File: config.mk
export PLATFORM = sky130hd
export DESIGN_NAME = mdpc_ctrl
export DESIGN_NICKNAME = d
export VERILOG_FILES = /design/src/sv/mdpc_pkg.sv /design/src/sv/mdpc_ctrl.sv
export SDC_FILE = /design/constraint.sdc
export NUM_CORES = 1
export LEC_CHECK = 0
export ABC_AREA = 0
export CORE_UTILIZATION = 46
export DETAILED_ROUTE_END_ITERATION = 16
export DONT_BUFFER_PORTS = 1
export MAX_ROUTING_LAYER = met4
export PLACE_DENSITY = 0.62
export SLEW_MARGIN = 40
export SYNTH_ARGS = -nofsm -noshare
export SYNTH_HDL_FRONTEND = slang
export SYNTH_SLANG_ARGS = --single-unit
File: constraint.sdc
create_clock -name clk -period 1.5 [get_ports clk]
set_input_delay 0.3 -clock clk [delete_from_list [all_inputs] [get_ports clk]]
set_output_delay 0.3 -clock clk [all_outputs]
set_load 0.005 [all_outputs]
File: src/sv/mdpc_pkg.sv
// shared types, constants and index helpers for the multi-depth prefix cache
package mdpc_pkg;

  localparam int TABLE2_DEPTH  = 65536;
  localparam int TABLE3_DEPTH  = 4096;
  localparam int TABLE4_DEPTH  = 4096;
  localparam int PAYLOAD_BITS  = 64;
  localparam int ROOT_EPOCHS   = 256;
  localparam int PREFIX_EPOCHS = 65536;

  localparam int T2_AW   = $clog2(TABLE2_DEPTH);
  localparam int T3_AW   = $clog2(TABLE3_DEPTH);
  localparam int T4_AW   = $clog2(TABLE4_DEPTH);
  localparam int ROOT_AW = $clog2(ROOT_EPOCHS);
  localparam int PFX_AW  = $clog2(PREFIX_EPOCHS);

  // operation kinds
  localparam logic [2:0] K_LOOKUP    = 3'd0;
  localparam logic [2:0] K_PUT_ALL   = 3'd1;
  localparam logic [2:0] K_PUT_DEPTH = 3'd2;
  localparam logic [2:0] K_INV_PFX   = 3'd3;
  localparam logic [2:0] K_INV_ROOT  = 3'd4;
  localparam logic [2:0] K_INV_ALL   = 3'd5;
  localparam logic [2:0] K_CLEAR     = 3'd6;

  // register indexes
  localparam logic [2:0] REG_T2_BITS = 3'd0;
  localparam logic [2:0] REG_T3_EN   = 3'd1;
  localparam logic [2:0] REG_T3_BITS = 3'd2;
  localparam logic [2:0] REG_T4_EN   = 3'd3;
  localparam logic [2:0] REG_T4_BITS = 3'd4;

  typedef struct packed {
    logic [4:0] t2_bits;
    logic       t3_en;
    logic [3:0] t3_bits;
    logic       t4_en;
    logic [3:0] t4_bits;
  } cfg_t;

  typedef struct packed {
    logic              valid;
    logic [15:0]       tag;
    logic [1:0]        origin;
    logic [31:0]       epoch;
    logic [PAYLOAD_BITS-1:0] payload;
  } t2_entry_t;

  typedef struct packed {
    logic              valid;
    logic [23:0]       tag;
    logic [1:0]        origin;
    logic [31:0]       epoch;
    logic [PAYLOAD_BITS-1:0] payload;
  } t3_entry_t;

  typedef struct packed {
    logic              valid;
    logic [31:0]       tag;
    logic [1:0]        origin;
    logic [31:0]       epoch;
    logic [PAYLOAD_BITS-1:0] payload;
  } t4_entry_t;

  typedef struct packed {
    logic             load;
    logic             rd;
    logic             eval;
    logic             exec;
    logic             sweep;
    logic             sweep_full;
    logic [T2_AW-1:0] sweep_addr;
  } cmd_t;

  typedef struct packed {
    logic is_clear;
  } stat_t;

  // 2-byte table index mask, bit count clamped to 14..16
  function automatic logic [T2_AW-1:0] mask2(input logic [4:0] bits);
    logic [T2_AW-1:0] m;
    priority if (bits <= 5'd14) m = T2_AW'(16'h3FFF);
    else if (bits == 5'd15)     m = T2_AW'(16'h7FFF);
    else                        m = '1;
    return m;
  endfunction

  function automatic logic [T3_AW-1:0] mask3(input logic [3:0] bits);
    logic [T3_AW-1:0] m;
    if (32'(bits) >= T3_AW) m = '1;
    else                    m = T3_AW'((32'd1 << bits) - 32'd1);
    return m;
  endfunction

  function automatic logic [T4_AW-1:0] mask4(input logic [3:0] bits);
    logic [T4_AW-1:0] m;
    if (32'(bits) >= T4_AW) m = '1;
    else                    m = T4_AW'((32'd1 << bits) - 32'd1);
    return m;
  endfunction

endpackage

File: src/sv/mdpc_ctrl.sv
// sequencer: handshakes, per-item phases and the table sweep
module mdpc_ctrl (
  input  logic            clk,
  input  logic            rst_n,
  input  logic            in_tvalid,
  output logic            in_tready,
  output logic            out_tvalid,
  input  logic            out_tready,
  input  mdpc_pkg::stat_t stat,
  output mdpc_pkg::cmd_t  cmd
);
  import mdpc_pkg::*;

  typedef enum logic [4:0] {
    S_SWEEP = 5'b00001,
    S_IDLE  = 5'b00010,
    S_READ  = 5'b00100,
    S_EVAL  = 5'b01000,
    S_EXEC  = 5'b10000
  } state_t;

  state_t           state_r, state_nxt;
  logic [T2_AW-1:0] cnt_r, cnt_nxt;
  logic             full_r, full_nxt;
  logic             oval_r, oval_nxt;
  logic             fire;

  assign in_tready  = (state_r == S_IDLE);
  assign out_tvalid = oval_r;
  // result register free or draining this cycle
  assign fire       = (state_r == S_EXEC) && (!oval_r || out_tready);

  always_comb begin
    state_nxt = state_r;
    cnt_nxt   = cnt_r;
    full_nxt  = full_r;
    oval_nxt  = oval_r;
    if (oval_r && out_tready) oval_nxt = 1'b0;
    unique case (state_r)
      S_SWEEP: begin
        cnt_nxt = cnt_r + T2_AW'(1);
        if (cnt_r == '1) begin
          state_nxt = S_IDLE;
          full_nxt  = 1'b0;
        end
      end
      S_IDLE: begin
        if (in_tvalid) state_nxt = S_READ;
      end
      S_READ: state_nxt = S_EVAL;
      S_EVAL: state_nxt = S_EXEC;
      S_EXEC: begin
        if (fire) begin
          oval_nxt = 1'b1;
          if (stat.is_clear) begin
            state_nxt = S_SWEEP;
            cnt_nxt   = '0;
          end else begin
            state_nxt = S_IDLE;
          end
        end
      end
    endcase
  end

  always_comb begin
    cmd.load       = (state_r == S_IDLE) && in_tvalid;
    cmd.rd         = (state_r == S_READ);
    cmd.eval       = (state_r == S_EVAL);
    cmd.exec       = fire;
    cmd.sweep      = (state_r == S_SWEEP);
    cmd.sweep_full = full_r;
    cmd.sweep_addr = cnt_r;
  end

  always_ff @(posedge clk) begin
    if (!rst_n) begin
      state_r <= S_SWEEP;
      cnt_r   <= '0;
      full_r  <= 1'b1;
      oval_r  <= 1'b0;
    end else begin
      state_r <= state_nxt;
      cnt_r   <= cnt_nxt;
      full_r  <= full_nxt;
      oval_r  <= oval_nxt;
    end
  end

endmodule

==> impl_metrics.ini, run 1 <==
[floorplanning]
dieArea_sq_um = 2810
rows = 18
die_w_um = 53.0
die_h_um = 53.0
ios = 29
core-area_sq_um = 2480
initial_utilization_pct = 48.3

[route]
drtIter0Drc = 14
vias_per_cell = 5.62
drcViolationCount = 0
wl_per_cell_um = 15.5
firstDrtPassIters = 4
ant_nets = 0
vias = 1123
finalWirelength_um = 3100

[placed_design]
placement.io_buffers = 0
dp_hpwl_um = 2270
placed_area_sq_um = 1510
gp_congestion = 0.804
pre_cts_ws_ns = -0.193
dp.cells = 188

[power_and_ir_drop]
total_power_mw = 1.28
p_int_uw = 912
switching_power_uw = 370
switching_share_pct = 28.8
seqPwrFrac_pct = 51.1
power.density_nw_per_um2 = 749
power.leakage_nw = 0.634
p_comb_share_pct = 25.9
p_clk_share_pct = 23.0
peakVddDrop_uv = 494

[yosys]
syn_avg_cell_area_sq_um = 9.42
yosysSeqAreaShare_pct = 38.5
yosysWarnings = 0
syn_inst = 127
synth-seq-cells = 23
ys_async_sr_fraction_pct = 0
ys_types = 38
syn-cell-area_sq_um = 1200
synth_nets = 133
synth_edf_count = 0
synth_ff_type = dfxtp_1

[global_routing]
overflow = 0
antenna_found_initial = 0
grt_pass1_wl_um = 4710
grt_usage_pct = 23.9
grt_pass1_vias = 1046
grt_max_degree = 14

[cts]
clkTransAtPathRegs_ns = 0.14
clkLatencyLatePin_ns = 0.31
cts_buffers = 3
clk_path_buf_depth = 2
cts_sinks = 23
root_buffer = clkbuf_4
cts_tree = done
htreeDepth = 1
hold_buffers = 0

[hold_path]
min_from = rst_n
holdPathStages = 1
min_to = full_r$_SDFFE_PN1P_
min_path_type = input port to flop

[job]
drv_cap = 0

[layout]
nFillCells = 181
final_common_cell = buf_4
fin_util_pct = 69.1
num_antenna_cells = 0
finalNonFillerCells = 200
finish.instance_area_sq_um = 1710
area_growth_pct = 43.1
layout-drive-gt1-share_pct = 51.8
final_cell_mix = buf_4, nor2_1, xnor2_1
layout.nets = 177

[setup_path]
worstReg2RegEnd = cnt_r[10]$_SDFFE_PN0P_
critPathMaxFanout = 5
cp-start-kind = flop
rrSetupSlack_ns = -0.15
r2r.worst_path.cells = 6
rr_startpoint = state_r[0]$_SDFFE_PN1P_
crit_type = flop to flop
worst_ep_arrival_time_ns = 1.87
endpoint_kind = flop
worstPathRequired_ns = 1.72

[timing]
post-route-min-period_ns = 1.65
final.period_utilization_pct = 110
setup_ws_ns = -0.149
final.setup.tns_ns = -0.940
whs_ns = 0.0522
clock_skew_ns = 0.00948
drv_slew = 0
clock.fmax_mhz = 606
relSlewSlack_pct = 78.7
hold_viol = 0
rsz0062_at_grt = yes
tightest_slew_ns = 0.320
report.final.setup_viol = 16

[status]
violations = setup timing
status = finished with violations
[cell type report]
type	count	area, sq um	share of cell area, %
tap	30	37.5	2.19
clock inverter	1	5.00	0.292
timing repair buffer	44	355	20.8
sequential	23	475	27.8
inverter	5	18.8	1.10
multi-input combinational	94	797	46.6
clock buffer	3	22.5	1.32
[cell usage after synthesis, types with 2 or more instances]
library cell,instances,share of area [%]
and3_1,5,2.6
and2_1,2,1.0
a211oi_2,6,6.3
dfxtp_1,23,38
buf_4,2,1.3
a2111oi_2,4,5.0
nand3_1,6,2.5
nor2b_1,2,1.0
xnor2_1,14,10
nand2_1,9,2.8
inv_1,4,1.3
and4_1,2,1.5
nand4_1,2,1.0
a211oi_1,2,1.3
nor2_1,18,5.6
a21boi_0,2,1.3
buf_2,2,0.84
o21ai_0,2,0.84
[cells by family after synthesis]
family | Yosys count | synth area share [%]
flip-flops | 23 | 38.5
adder cells (fa/ha/maj) | 1 | 1.05
AO/OA/AOI/OAI | 23 | 19.4
buffers and inverters | 10 | 3.97
XOR/XNOR | 15 | 11.0
AND/OR/NAND/NOR | 55 | 26.2
[power groups by stage]
stage / clock [mW] / combinational (mW) / sequential, mW
floorplan: 0 / 0.136 / 0.674
global placement: 0 / 0.244 / 0.664
detailed placement: 0 / 0.252 / 0.666
CTS: 0.305 / 0.312 / 0.654
global route: 0.329 / 0.355 / 0.660
finish: 0.294 / 0.332 / 0.656
[sequential cells by signal, indices dropped and copies added (netlist names)]
name,cells
cnt_r,16
full_r,1
out_tvalid,1
state_r,5
[how the worst max path moves through the flow]
stage | startpoint | end | slack (ns) | cells after the start
4_1_cts | state_r[0]$_SDFFE_PN1P_ | cmd[21] | -0.12 | 3
5_1_grt | state_r[0]$_SDFFE_PN1P_ | cnt_r[10]$_SDFFE_PN0P_ | -0.21 | 6
3_3_place_gp | state_r[3]$_SDFFE_PN0P_ | cnt_r[13]$_SDFFE_PN0P_ | -0.11 | 5
2_1_floorplan | state_r[1]$_SDFFE_PN0P_ | full_r$_SDFFE_PN1P_ | -0.009 | 5
3_5_place_dp | state_r[3]$_SDFFE_PN0P_ | cnt_r[14]$_SDFFE_PN0P_ | -0.19 | 5
6_report | state_r[0]$_SDFFE_PN1P_ | cnt_r[10]$_SDFFE_PN0P_ | -0.15 | 6
[what timing repair did]
action	in CTS	in global routing
gates cloned	0	0
resized for setup	14	12
setup buffers	4	4
pin swaps	11	3
setup endpoints to repair	23	25
[worst max-delay path, stage by stage, from the launching register on]
cell and delay (ns):
dfxtp_2 0.36, nor3_4 0.24, nand4_4 0.17, buf_4 0.20
a2111oi_4 0.37, xnor2_1 0.18, nor2_1 0.05
[routing by layer]
| layer | routed length [um] | track usage [%] | vias to the layer above |
|---|---|---|---|
| met2 | 1660 | 42.8 | 24 |
| met3 | 127 | 3.45 | 4 |
| met4 | 17 | 7.89 | 0 |
| met1 | 1300 | 27.1 | 554 |
| li1 | - | - | 541 |
| met5 | 0 | - | - |
Note: power is estimated with default switching activity, not from simulation.
==> inputs of run 2 (changes only) <==
--- a/config.mk
+++ b/config.mk
@@ -9,7 +9,6 @@
 export CORE_UTILIZATION = 46
 export DETAILED_ROUTE_END_ITERATION = 16
 export DONT_BUFFER_PORTS = 1
-export MAX_ROUTING_LAYER = met4
 export PLACE_DENSITY = 0.62
 export SLEW_MARGIN = 40
 export SYNTH_ARGS = -nofsm -noshare
==> impl_metrics.ini, run 2 (synthesis results as in run 1) <==
[floorplanning]
ios = 29
die_h_um = 53.0
rows = 18
dieArea_sq_um = 2810
initial_utilization_pct = 48.3
die_w_um = 53.0
core-area_sq_um = 2480

[timing]
final.period_utilization_pct = 110
whs_ns = 0.0523
tightest_slew_ns = 0.320
drv_slew = 0
setup_ws_ns = -0.146
relSlewSlack_pct = 78.7
report.final.setup_viol = 15
hold_viol = 0
post-route-min-period_ns = 1.65
clock_skew_ns = 0.00945
rsz0062_at_grt = yes
clock.fmax_mhz = 607

[placed_design]
placement.io_buffers = 0
dp_hpwl_um = 2270
dp.cells = 188
gp_congestion = 0.792
pre_cts_ws_ns = -0.193

[route]
firstDrtPassIters = 4
drcViolationCount = 0
vias = 1117
wl_per_cell_um = 15.5
drtIter0Drc = 14
vias_per_cell = 5.59
ant_nets = 0
finalWirelength_um = 3090

[setup_path]
crit_type = flop to flop
critPathTopFamily = simple AND/OR/NAND/NOR gates
cp_cell_sequence = nor3_4 > nand4_4 > buf_4 > a2111oi_4 > xnor2_1 > nor2_1
endpoint_kind = flop
worstPathRequired_ns = 1.72
critPathMaxFanout = 5
worst_ep_arrival_time_ns = 1.87
slowest_delay_ns = 0.37
slowest_stage = a2111oi_4
cp-start-kind = flop
critical_path.n_buffers_inverters = 1

[power_and_ir_drop]
peakVddDrop_uv = 494
power.density_nw_per_um2 = 749
power.leakage_nw = 0.634

[cts]
cts_buffers = 3
cts_tree = done
clk_path_buf_depth = 2
root_buffer = clkbuf_4
clkTransAtPathRegs_ns = 0.14
cts_sinks = 23
clkLatencyLatePin_ns = 0.31
htreeDepth = 1

[global_routing]
grt_usage_pct = 23.3
grt_max_degree = 14
overflow = 0
grt_pass1_vias = 1045
antenna_found_initial = 0
grt_pass1_wl_um = 4710

[status]
status = finished with violations
violations = setup timing

[layout]
num_antenna_cells = 0
layout-drive-gt1-share_pct = 51.8
nFillCells = 181
finalNonFillerCells = 200
largest_reg_flops = 16
layout.nets = 177
final_common_cell = buf_4
top_regs = cnt_r x16, state_r x5
area_growth_pct = 43.1
final_cell_mix = buf_4, nor2_1, xnor2_1
regMostFlops = cnt_r

[job]
drv_cap = 0

[hold_path]
min_path_type = input port to flop
-- run 2: cell counts in the layout (fill, tap and decap cells not counted) --
Identical to the previous run, type by type.
-- run 2: path summary, 6_finish.rpt --
kind	startpoint	endpoint	slack, ns	depth (start not counted)
max	state_r[0]$_SDFFE_PN1P_	cnt_r[10]$_SDFFE_PN0P_	-0.15	6
min	rst_n	full_r$_SDFFE_PN1P_	0.05	1
max reg2reg	state_r[0]$_SDFFE_PN1P_	cnt_r[10]$_SDFFE_PN0P_	-0.15	6
min reg2reg	full_r$_SDFFE_PN1P_	full_r$_SDFFE_PN1P_	0.49	2
-- run 2: metal layers --
metal | part of all wire [%] | track usage [%]
met1 | 42 | 27.1
met2 | 54 | 42.8
met3 | 3.9 | 3.45
met4 | 0.49 | 7.89
met5 | 0 | 0
-- run 2: final cells by class --
cell class | count | area, sq um | share of cell area, %
Clock buffer | 3 | 22.5 | 1.32
Clock inverter | 1 | 5.00 | 0.292
Inverter | 5 | 18.8 | 1.10
Multi-Input combinational cell | 94 | 797 | 46.6
Sequential cell | 23 | 475 | 27.8
Tap cell | 30 | 37.5 | 2.19
Timing Repair Buffer | 44 | 355 | 20.8
-- run 2: repair_timing --
item | CTS | global route
hold buffers | 0 | 0
hold endpoints to repair | 0 | 0
setup buffers | 4 | 4
pin swaps | 11 | 3
setup endpoints to repair | 23 | 25
gates resized for setup | 14 | 12
-- run 2: worst reg2reg max path: stages (launching register included) --
cell and delay [ns]:
dfxtp_2 0.36, nor3_4 0.24, nand4_4 0.16, buf_4 0.20, a2111oi_4 0.37, xnor2_1 0.18, nor2_1 0.05
-- run 2: per-stage QoR --
stage                     power, mW  utilization, %  setup TNS (ns)  area, sq um
after floorplan               0.810               -         -0.0291         1220
after global placement        0.908            60.8          -0.878         1510
after detailed placement      0.918            60.8           -1.79         1510
after CTS                      1.27            65.7           -1.18         1630
after global routing           1.34            69.1           -2.45         1710
final                          1.28            69.1          -0.919         1710
-- run 2: power by group --
part	switching (mW)	internal, mW	leakage [nW]
combinational	0.155	0.177	0.426
sequential	0.0196	0.636	0.190
clock	0.195	0.0995	0.0177
