**src/sv/mdpc_pkg.sv**
```systemverilog
// shared types, constants and index helpers for the multi-depth prefix cache
package mdpc_pkg;

  localparam int TABLE2_DEPTH  = 65536;
  localparam int TABLE3_DEPTH  = 4096;
  localparam int TABLE4_DEPTH  = 4096;
  localparam int PAYLOAD_BITS  = 64;
  localparam int ROOT_EPOCHS   = 256;
  localparam int PREFIX_EPOCHS = 65536;

  localparam int T2_AW   = $clog2(TABLE2_DEPTH);
  localparam int T3_AW   = $clog2(TABLE3_DEPTH);
  localparam int T4_AW   = $clog2(TABLE4_DEPTH);
  localparam int ROOT_AW = $clog2(ROOT_EPOCHS);
  localparam int PFX_AW  = $clog2(PREFIX_EPOCHS);

  // operation kinds
  localparam logic [2:0] K_LOOKUP    = 3'd0;
  localparam logic [2:0] K_PUT_ALL   = 3'd1;
  localparam logic [2:0] K_PUT_DEPTH = 3'd2;
  localparam logic [2:0] K_INV_PFX   = 3'd3;
  localparam logic [2:0] K_INV_ROOT  = 3'd4;
  localparam logic [2:0] K_INV_ALL   = 3'd5;
  localparam logic [2:0] K_CLEAR     = 3'd6;

  // register indexes
  localparam logic [2:0] REG_T2_BITS = 3'd0;
  localparam logic [2:0] REG_T3_EN   = 3'd1;
  localparam logic [2:0] REG_T3_BITS = 3'd2;
  localparam logic [2:0] REG_T4_EN   = 3'd3;
  localparam logic [2:0] REG_T4_BITS = 3'd4;

  typedef struct packed {
    logic [4:0] t2_bits;
    logic       t3_en;
    logic [3:0] t3_bits;
    logic       t4_en;
    logic [3:0] t4_bits;
  } cfg_t;

  typedef struct packed {
    logic              valid;
    logic [15:0]       tag;
    logic [1:0]        origin;
    logic [31:0]       epoch;
    logic [PAYLOAD_BITS-1:0] payload;
  } t2_entry_t;

  typedef struct packed {
    logic              valid;
    logic [23:0]       tag;
    logic [1:0]        origin;
    logic [31:0]       epoch;
    logic [PAYLOAD_BITS-1:0] payload;
  } t3_entry_t;

  typedef struct packed {
    logic              valid;
    logic [31:0]       tag;
    logic [1:0]        origin;
    logic [31:0]       epoch;
    logic [PAYLOAD_BITS-1:0] payload;
  } t4_entry_t;

  typedef struct packed {
    logic             load;
    logic             rd;
    logic             eval;
    logic             exec;
    logic             sweep;
    logic             sweep_full;
    logic [T2_AW-1:0] sweep_addr;
  } cmd_t;

  typedef struct packed {
    logic is_clear;
  } stat_t;

  // 2-byte table index mask, bit count clamped to 14..16
  function automatic logic [T2_AW-1:0] mask2(input logic [4:0] bits);
    logic [T2_AW-1:0] m;
    priority if (bits <= 5'd14) m = T2_AW'(16'h3FFF);
    else if (bits == 5'd15)     m = T2_AW'(16'h7FFF);
    else                        m = '1;
    return m;
  endfunction

  function automatic logic [T3_AW-1:0] mask3(input logic [3:0] bits);
    logic [T3_AW-1:0] m;
    if (32'(bits) >= T3_AW) m = '1;
    else                    m = T3_AW'((32'd1 << bits) - 32'd1);
    return m;
  endfunction

  function automatic logic [T4_AW-1:0] mask4(input logic [3:0] bits);
    logic [T4_AW-1:0] m;
    if (32'(bits) >= T4_AW) m = '1;
    else                    m = T4_AW'((32'd1 << bits) - 32'd1);
    return m;
  endfunction

endpackage

```
**src/sv/mdpc_cfg.sv**
```systemverilog
// configuration register file behind the apb-style port
module mdpc_cfg (
  input  logic                clk,
  input  logic                rst_n,
  input  logic                cfg_psel,
  input  logic                cfg_penable,
  input  logic                cfg_pwrite,
  input  logic [4:0]          cfg_paddr,
  input  logic [31:0]         cfg_pwdata,
  output logic [31:0]         cfg_prdata,
  output logic                cfg_pready,
  output mdpc_pkg::cfg_t      cfg
);
  import mdpc_pkg::*;

  cfg_t       cfg_r, cfg_nxt;
  logic       wr;
  logic [2:0] idx;

  assign cfg_pready = 1'b1;
  assign idx        = cfg_paddr[4:2];
  assign wr         = cfg_psel & cfg_penable & cfg_pwrite & cfg_pready;
  assign cfg        = cfg_r;

  always_comb begin
    cfg_nxt = cfg_r;
    if (wr) begin
      case (idx)
        REG_T2_BITS: cfg_nxt.t2_bits = cfg_pwdata[4:0];
        REG_T3_EN:   cfg_nxt.t3_en   = cfg_pwdata[0];
        REG_T3_BITS: cfg_nxt.t3_bits = cfg_pwdata[3:0];
        REG_T4_EN:   cfg_nxt.t4_en   = cfg_pwdata[0];
        REG_T4_BITS: cfg_nxt.t4_bits = cfg_pwdata[3:0];
        default: ;
      endcase
    end
  end

  always_comb begin
    case (idx)
      REG_T2_BITS: cfg_prdata = {27'd0, cfg_r.t2_bits};
      REG_T3_EN:   cfg_prdata = {31'd0, cfg_r.t3_en};
      REG_T3_BITS: cfg_prdata = {28'd0, cfg_r.t3_bits};
      REG_T4_EN:   cfg_prdata = {31'd0, cfg_r.t4_en};
      REG_T4_BITS: cfg_prdata = {28'd0, cfg_r.t4_bits};
      default:     cfg_prdata = 32'd0;
    endcase
  end

  always_ff @(posedge clk) begin
    if (!rst_n) begin
      cfg_r.t2_bits <= 5'd16;
      cfg_r.t3_en   <= 1'b1;
      cfg_r.t3_bits <= 4'd12;
      cfg_r.t4_en   <= 1'b1;
      cfg_r.t4_bits <= 4'd12;
    end else begin
      cfg_r <= cfg_nxt;
    end
  end

endmodule

```
**config.mk**
```make
export PLATFORM = sky130hd
export DESIGN_NAME = mdpc_cfg
export DESIGN_NICKNAME = d
export VERILOG_FILES = /design/src/sv/mdpc_pkg.sv /design/src/sv/mdpc_cfg.sv
export SDC_FILE = /design/constraint.sdc
export NUM_CORES = 1
export LEC_CHECK = 0
export BUFFER_PORTS_ARGS = -buffer_cell sky130_fd_sc_hd__clkbuf_2
export CORE_MARGIN = 2
export CORE_UTILIZATION = 38
export CTS_CLUSTER_SIZE = 40
export DETAILED_ROUTE_END_ITERATION = 8
export GPL_ROUTABILITY_DRIVEN = 0
export PLACE_DENSITY = 0.85
export SLEW_MARGIN = 20
export SYNTH_ARGS = -nofsm -noshare
export SYNTH_HDL_FRONTEND = slang
export SYNTH_SLANG_ARGS = --single-unit
export TNS_END_PERCENT = 1
```
**constraint.sdc**
```tcl
create_clock -name clk -period 1.15 [get_ports clk]
set_input_delay 0.0575 -clock clk [delete_from_list [all_inputs] [get_ports clk]]
set_output_delay 0.0575 -clock clk [all_outputs]
set_load 0.02 [all_outputs]
```
==> results.sh, run 1 <==
export IMPL_tns_ns=-0.389
export IMPL_p_total_uw=1080
export IMPL_grt_use_total_pct=12.2
export IMPL_timing_fmax_ghz=0.753
export IMPL_max_stage_delay_ns=0.33
export IMPL_vias_per_cell=4.44
export IMPL_p_seq_share_pct=48.5
export IMPL_initial_core_util_pct=40.9
export IMPL_setup_slack_ns=-0.177
export IMPL_hold_class="in -> reg"
export IMPL_synth_area_per_cell_um2=9.13
export IMPL_powerDensity_nw_per_um2=881
export IMPL_syn_area_um2=1040
export IMPL_tritoncts="yes"
export IMPL_cp_data_required_time_ns=1.09
export IMPL_grt_pass1_vias=705
export IMPL_holdPathEnd="cfg[13]"
export IMPL_drc_errors=0
export IMPL_p_leak_uw=0.000586
export IMPL_intPower_uw=738
export IMPL_multi_input_area_um2=591
export IMPL_final_core_util_pct=48.4
export IMPL_ant_nets=0
export IMPL_antenna_found_initial=0
export IMPL_drt_total_wl_um=1990
export IMPL_dr_pass1_iters=4
export IMPL_die_h_um=56.3
export IMPL_crit_type="reg -> out"
export IMPL_syn_to_final_growth_pct=18.3
export IMPL_p_comb_share_pct=23.1
export IMPL_critical_path_arrival_ns=1.27
export IMPL_cp_start_kind="register"
export IMPL_grt_setup_unrepaired="yes"
export IMPL_fin_skew_ns=0
export IMPL_cts_inserted_buffers=3
export IMPL_crit_reg2reg_launch="cfg[4]"
export IMPL_synth_seq_cells=15
export IMPL_h_tree_depth=1
export IMPL_reg2reg_slack_ns=0.42
export IMPL_crit_family="flip-flops"
export IMPL_synth_top_area_share_pct=28.8
export IMPL_cp_max_fo=2
export IMPL_finalCriticalPeriod_ns=1.33
export IMPL_cp_cell_sequence="mux2i_1 > nor2_1 > a311o_1 > clkbuf_8"
export IMPL_largest_reg_flops=15
export IMPL_yosysWarnings=0
export IMPL_clkSinkCount=15
export IMPL_path_buf_inv=1
export IMPL_cts_buffer_depth=2
export IMPL_p_switching_uw=347
export IMPL_ff_latch_area_um2=309
export IMPL_synth_cell_types=19
export IMPL_violations="hold timing, setup timing"
export IMPL_final_hold_viol_count=1
export IMPL_avgRoutedWirePerCell_um=10.9
export IMPL_drive_above_1_share_pct=37.3
export IMPL_post_dp_hpwl_um=1570
export IMPL_status="finished with violations"
export IMPL_r2r_cells=3
export IMPL_vdd_ir_drop_max_uv=626
export IMPL_p_clk_share_pct=28.4
export IMPL_grt_first_pass_wirelength_um=3140
export IMPL_fin_crit_sh_pct=115
export IMPL_reg2reg_to="cfg[4]"
export IMPL_whs_path_depth=3
export IMPL_clk_latency_ns=0.28
export IMPL_drv_slew=0
export IMPL_grt_start_max_net_pins=24
export IMPL_path_clk_slew_ns=0.10
export IMPL_io_pins=90
export IMPL_cts_root_buf="clkbuf_4"
export IMPL_num_vias=812
export IMPL_holdWs_ns=-0.000688
export IMPL_n_antenna_cell=0
export IMPL_fp_coreArea_um2=2540
export IMPL_synth_top_cell_by_area="dfxtp_1"
export IMPL_dieArea_um2=3170
export IMPL_crit_slowest_cell="dfxtp_2"
export IMPL_core_rowCount=18
export IMPL_maxCapViolations=0
export IMPL_fin_nets=196
export IMPL_switching_share_pct=32.0
export IMPL_die_width_um=56.3
export IMPL_setup_viol=4
export IMPL_cp_end_kind="output port"
export IMPL_min_delay_start="cfg_pwdata[3]"
export IMPL_first_iter_violations=6
export IMPL_syn_inst=114
export IMPL_io_buffers=32
export IMPL_synth_area_leaders="dfxtp_1 (29%), buf_4 (20%), mux2i_1 (19%)"
export IMPL_ys_seq_area_share_pct=28.8
export IMPL_fillCellCount=258
export IMPL_overflow=0
==> worst max path at each step <==
stage | from | to | slack, ns | cells past startpoint
global placement | cfg_paddr[3] | cfg[3] | 0.02 | 3
finish | cfg[4] | cfg_prdata[0] | -0.18 | 4
global route | cfg[4] | cfg_prdata[0] | -0.22 | 4
detailed placement | cfg_paddr[3] | cfg[0] | 0.02 | 3
CTS | cfg[4] | cfg_prdata[0] | -0.19 | 4
floorplan | cfg_paddr[2] | cfg[2] | 0.08 | 4
==> area by class of cell <==
cell class,count,area share (%)
Clock buffer,4,2.13
Inverter,1,0.305
Multi-Input combinational cell,90,48.0
Sequential cell,15,25.1
Tap cell,30,3.05
Timing Repair Buffer,43,21.4
==> through the flow <==
step / hold slack, ns / std cells / setup slack (ns) / area, µm²
after global placement: 0.308 / 177 / 0.0157 / 1160
after CTS: 0.0000635 / 183 / -0.191 / 1230
after global routing: 0.0136 / 183 / -0.220 / 1230
after floorplan: 0.200 / 140 / 0.0835 / 1140
after detailed placement: 0.312 / 177 / 0.0208 / 1160
final: -0.000688 / 183 / -0.177 / 1230
==> cell usage after synthesis, drive strengths merged <==
library cell	instances
inv	1
mux2i	20
nor4b	1
or4b	1
a2bb2oi	3
buf	32
conb	2
nor4	2
a311o	1
dfxtp	15
nor2	5
nand2b	1
clkbuf	2
nor3	3
nand3	1
nand2	12
nor2b	12
==> layout by cell type, fill, tap and decap left out <==
cell type / n
mux2i_1: 20
clkbuf_8: 1
conb_1: 28
dfxtp_1: 8
nor2b_1: 12
clkbuf_1: 1
clkbuf_2: 27
dfxtp_2: 7
nor4b_2: 1
buf_4: 12
nor2_1: 5
nand2b_1: 1
or4b_4: 1
nand3_4: 1
clkbuf_4: 5
nor4_4: 2
nand2_1: 12
a2bb2oi_1: 3
a311o_1: 1
nor3_1: 3
inv_1: 1
dlygate4sd3_1: 1
==> worst reg2reg max path, delay by kind of cell (launching register included) <==
family	cells	cell delay, ns
buffers and inverters	1	0.13
DFF	1	0.33
muxes	1	0.07
and+or+nand+nor	1	0.09
==> power groups by stage <==
stage	registers, µW	logic [µW]	clock network [µW]
6_report	526	251	308
5_1_grt	527	270	330
4_1_cts	526	249	319
3_5_place_dp	538	240	0
3_3_place_gp	538	238	0
2_1_floorplan	542	248	0
==> routing by layer <==
layer | GRT usage [%] | vias to the layer above | share of wire, %
met2 | 21.0 | 42 | 48
met1 | 15.2 | 368 | 44
met3 | 2.76 | 0 | 8.3
met5 | 0 | - | 0
li1 | - | 402 | -
met4 | 3.06 | 0 | 0
==> repair_timing <==
item	in CTS	in global routing
cloned	0	0
buffers inserted	1	0
pin swaps	0	0
gates resized for setup	11	4
hold buffers	1	0
endpoints found under the hold margin	1	0
endpoints found under the setup margin	5	5
==> logic make-up after synthesis <==
| family | after synthesis | synth area share, % |
|---|---|---|
| other | 2 | 0.721 |
| muxes | 20 | 19.2 |
| DFF | 15 | 28.8 |
| and+or+nand+nor | 38 | 23.3 |
| buffers and inverters | 35 | 24.4 |
| AOI/OAI and AO/OA | 4 | 3.49 |
(Power assumes the default switching activity.)
==> run 2: changes to the inputs <==
--- a/config.mk
+++ b/config.mk
@@ -6,8 +6,10 @@
 export NUM_CORES = 1
 export LEC_CHECK = 0
 export BUFFER_PORTS_ARGS = -buffer_cell sky130_fd_sc_hd__clkbuf_2
+export CELL_PAD_IN_SITES_DETAIL_PLACEMENT = 0
+export CELL_PAD_IN_SITES_GLOBAL_PLACEMENT = 2
 export CORE_MARGIN = 2
-export CORE_UTILIZATION = 38
+export CORE_UTILIZATION = 19
 export CTS_CLUSTER_SIZE = 40
 export DETAILED_ROUTE_END_ITERATION = 8
 export GPL_ROUTABILITY_DRIVEN = 0
==> run 2 against run 1 <==
The flow finishes with violations (setup timing). Utilization fell by 24 points. Hold slack improved by 0.049 ns. Combinational power fell by 2%. Final area rose by 2.5%. Total power rose by 11%. Worst setup slack improved by 0.044 ns. Critical endpoint unchanged. Largest cell class unchanged.
==> results.sh, run 2 (synthesis gave the netlist of run 1 again) <==
export IMPL_cts_inserted_buffers=3
export IMPL_drive_above_1_share_pct=34.0
export IMPL_overflow=0
export IMPL_crit_slowest_cell="dfxtp_2"
export IMPL_clkSinkCount=15
export IMPL_drt_total_wl_um=2300
export IMPL_p_leak_uw=0.000580
export IMPL_violations="setup timing"
export IMPL_r2r_cells=2
export IMPL_cts_buffer_depth=2
export IMPL_cp_cell_sequence="mux2i_1 > nor2_1 > a311o_1 > buf_6"
export IMPL_max_stage_delay_ns=0.33
export IMPL_crit_type="reg -> out"
export IMPL_powerDensity_nw_per_um2=951
export IMPL_cp_end_kind="output port"
export IMPL_cp_data_required_time_ns=1.09
export IMPL_syn_to_final_growth_pct=21.3
export IMPL_holdPathEnd="cfg[12]"
export IMPL_drc_errors=0
export IMPL_grt_setup_unrepaired="yes"
export IMPL_finalCriticalPeriod_ns=1.28
export IMPL_drv_slew=0
export IMPL_core_rowCount=26
export IMPL_fin_skew_ns=0
export IMPL_min_delay_start="cfg_pwdata[2]"
export IMPL_vias_per_cell=3.62
export IMPL_cp_start_kind="register"
export IMPL_path_clk_slew_ns=0.06
export IMPL_fp_coreArea_um2=5200
export IMPL_die_h_um=78.0
export IMPL_fin_nets=193
export IMPL_initial_core_util_pct=20.0
export IMPL_ant_nets=0
export IMPL_cts_hold_buf=0
export IMPL_post_dp_hpwl_um=1850
export IMPL_clk_latency_ns=0.25
export IMPL_maxCapViolations=0
export IMPL_num_vias=797
export IMPL_grt_pass1_vias=723
export IMPL_die_width_um=78.0
export IMPL_final_hold_viol_count=0
export IMPL_largest_reg_flops=15
export IMPL_dieArea_um2=6090
export IMPL_critical_path_arrival_ns=1.23
export IMPL_io_buffers=32
export IMPL_cts_root_buf="clkbuf_8"
export IMPL_grt_first_pass_wirelength_um=3570
export IMPL_setup_viol=3
export IMPL_reg2reg_slack_ns=0.52
export IMPL_fin_crit_sh_pct=112
export IMPL_reg2reg_to="cfg[0]"
export IMPL_final_area_um2=1260
export IMPL_h_tree_depth=1
export IMPL_whs_path_depth=3
export IMPL_timing_fmax_ghz=0.779
export IMPL_grt_start_max_net_pins=24
export IMPL_avgRoutedWirePerCell_um=10.5
export IMPL_n_antenna_cell=0
export IMPL_dr_pass1_iters=4
export IMPL_mostFrequentLayoutCells="clkbuf_2 (29), conb_1 (28), mux2i_1 (20)"
export IMPL_crit_reg2reg_launch="cfg[0]"
export IMPL_mostFrequentLayoutCell="clkbuf_2"
export IMPL_grt_use_total_pct=7.41
export IMPL_setup_slack_ns=-0.133
export IMPL_first_iter_violations=24
export IMPL_status="finished with violations"
export IMPL_cp_max_fo=3
export IMPL_holdWs_ns=0.0481
export IMPL_tritoncts="yes"
export IMPL_io_pins=90
export IMPL_hold_class="in -> reg"
export IMPL_antenna_found_initial=0
export IMPL_placed_area_um2=1200
export IMPL_vdd_ir_drop_max_uv=341
## run 2: repair_timing
action | in CTS | in global routing
endpoints found under the setup margin | 4 | 4
pin swaps | 0 | 0
buffers inserted | 0 | 0
resized for setup | 1 | 7
## run 2: how the worst max path moves through the flow
stage                       from            end
floorplan           cfg_paddr[2]         cfg[2]
global placement    cfg_paddr[3]  cfg_prdata[3]
detailed placement  cfg_paddr[3]  cfg_prdata[3]
CTS                       cfg[4]  cfg_prdata[0]
global route              cfg[4]  cfg_prdata[0]
finish                    cfg[4]  cfg_prdata[0]
## run 2: per-layer routing
layer  routed length [µm]  vias to the layer above  global-route usage, %  share of wire (%)
met1                 1050                      363                   9.30                 45
met4                   29                        0                   2.63                1.3
met5                    0                        -                      0                  0
li1                     -                      393                      -                  -
met2                 1060                       39                   11.9                 46
met3                  172                        2                   2.41                7.5
## run 2: worst max-delay path, delay by kind of cell, from the launching register on
kind                   cells  cell delay (ns)
flip-flops                 1             0.33
buffers and inverters      1             0.14
multiplexers               1             0.13
AND/OR/NAND/NOR            1             0.06
AO/OA/AOI/OAI              1             0.33
## run 2: power by group
group	total, µW	switching, µW	internal, µW
Clock	427	187	240
Combinational	247	173	73.5
Sequential	527	3.05	524
## run 2: through the flow
step                      setup TNS, ns  worst slack [ns]  power, µW  instances  utilization (%)
after CTS                        -0.349            -0.151       1210        220             24.0
final                            -0.209            -0.133       1200        220             24.3
after global placement                0           0.00965        778        216             23.1
after floorplan                       0            0.0835        791        140                -
after global routing             -0.597            -0.196       1260        220             24.3
after detailed placement              0            0.0112        780        216             23.1
## run 2: cell type report
class                           instances  area [µm²]
Sequential cell                        15         303
Tap cell                               70        87.6
Multi-Input combinational cell         90         591
Clock buffer                            3        41.3
Fill cell                             600        3940
Clock inverter                          1        5.00
Timing Repair Buffer                   40         231
Inverter                                1        3.75
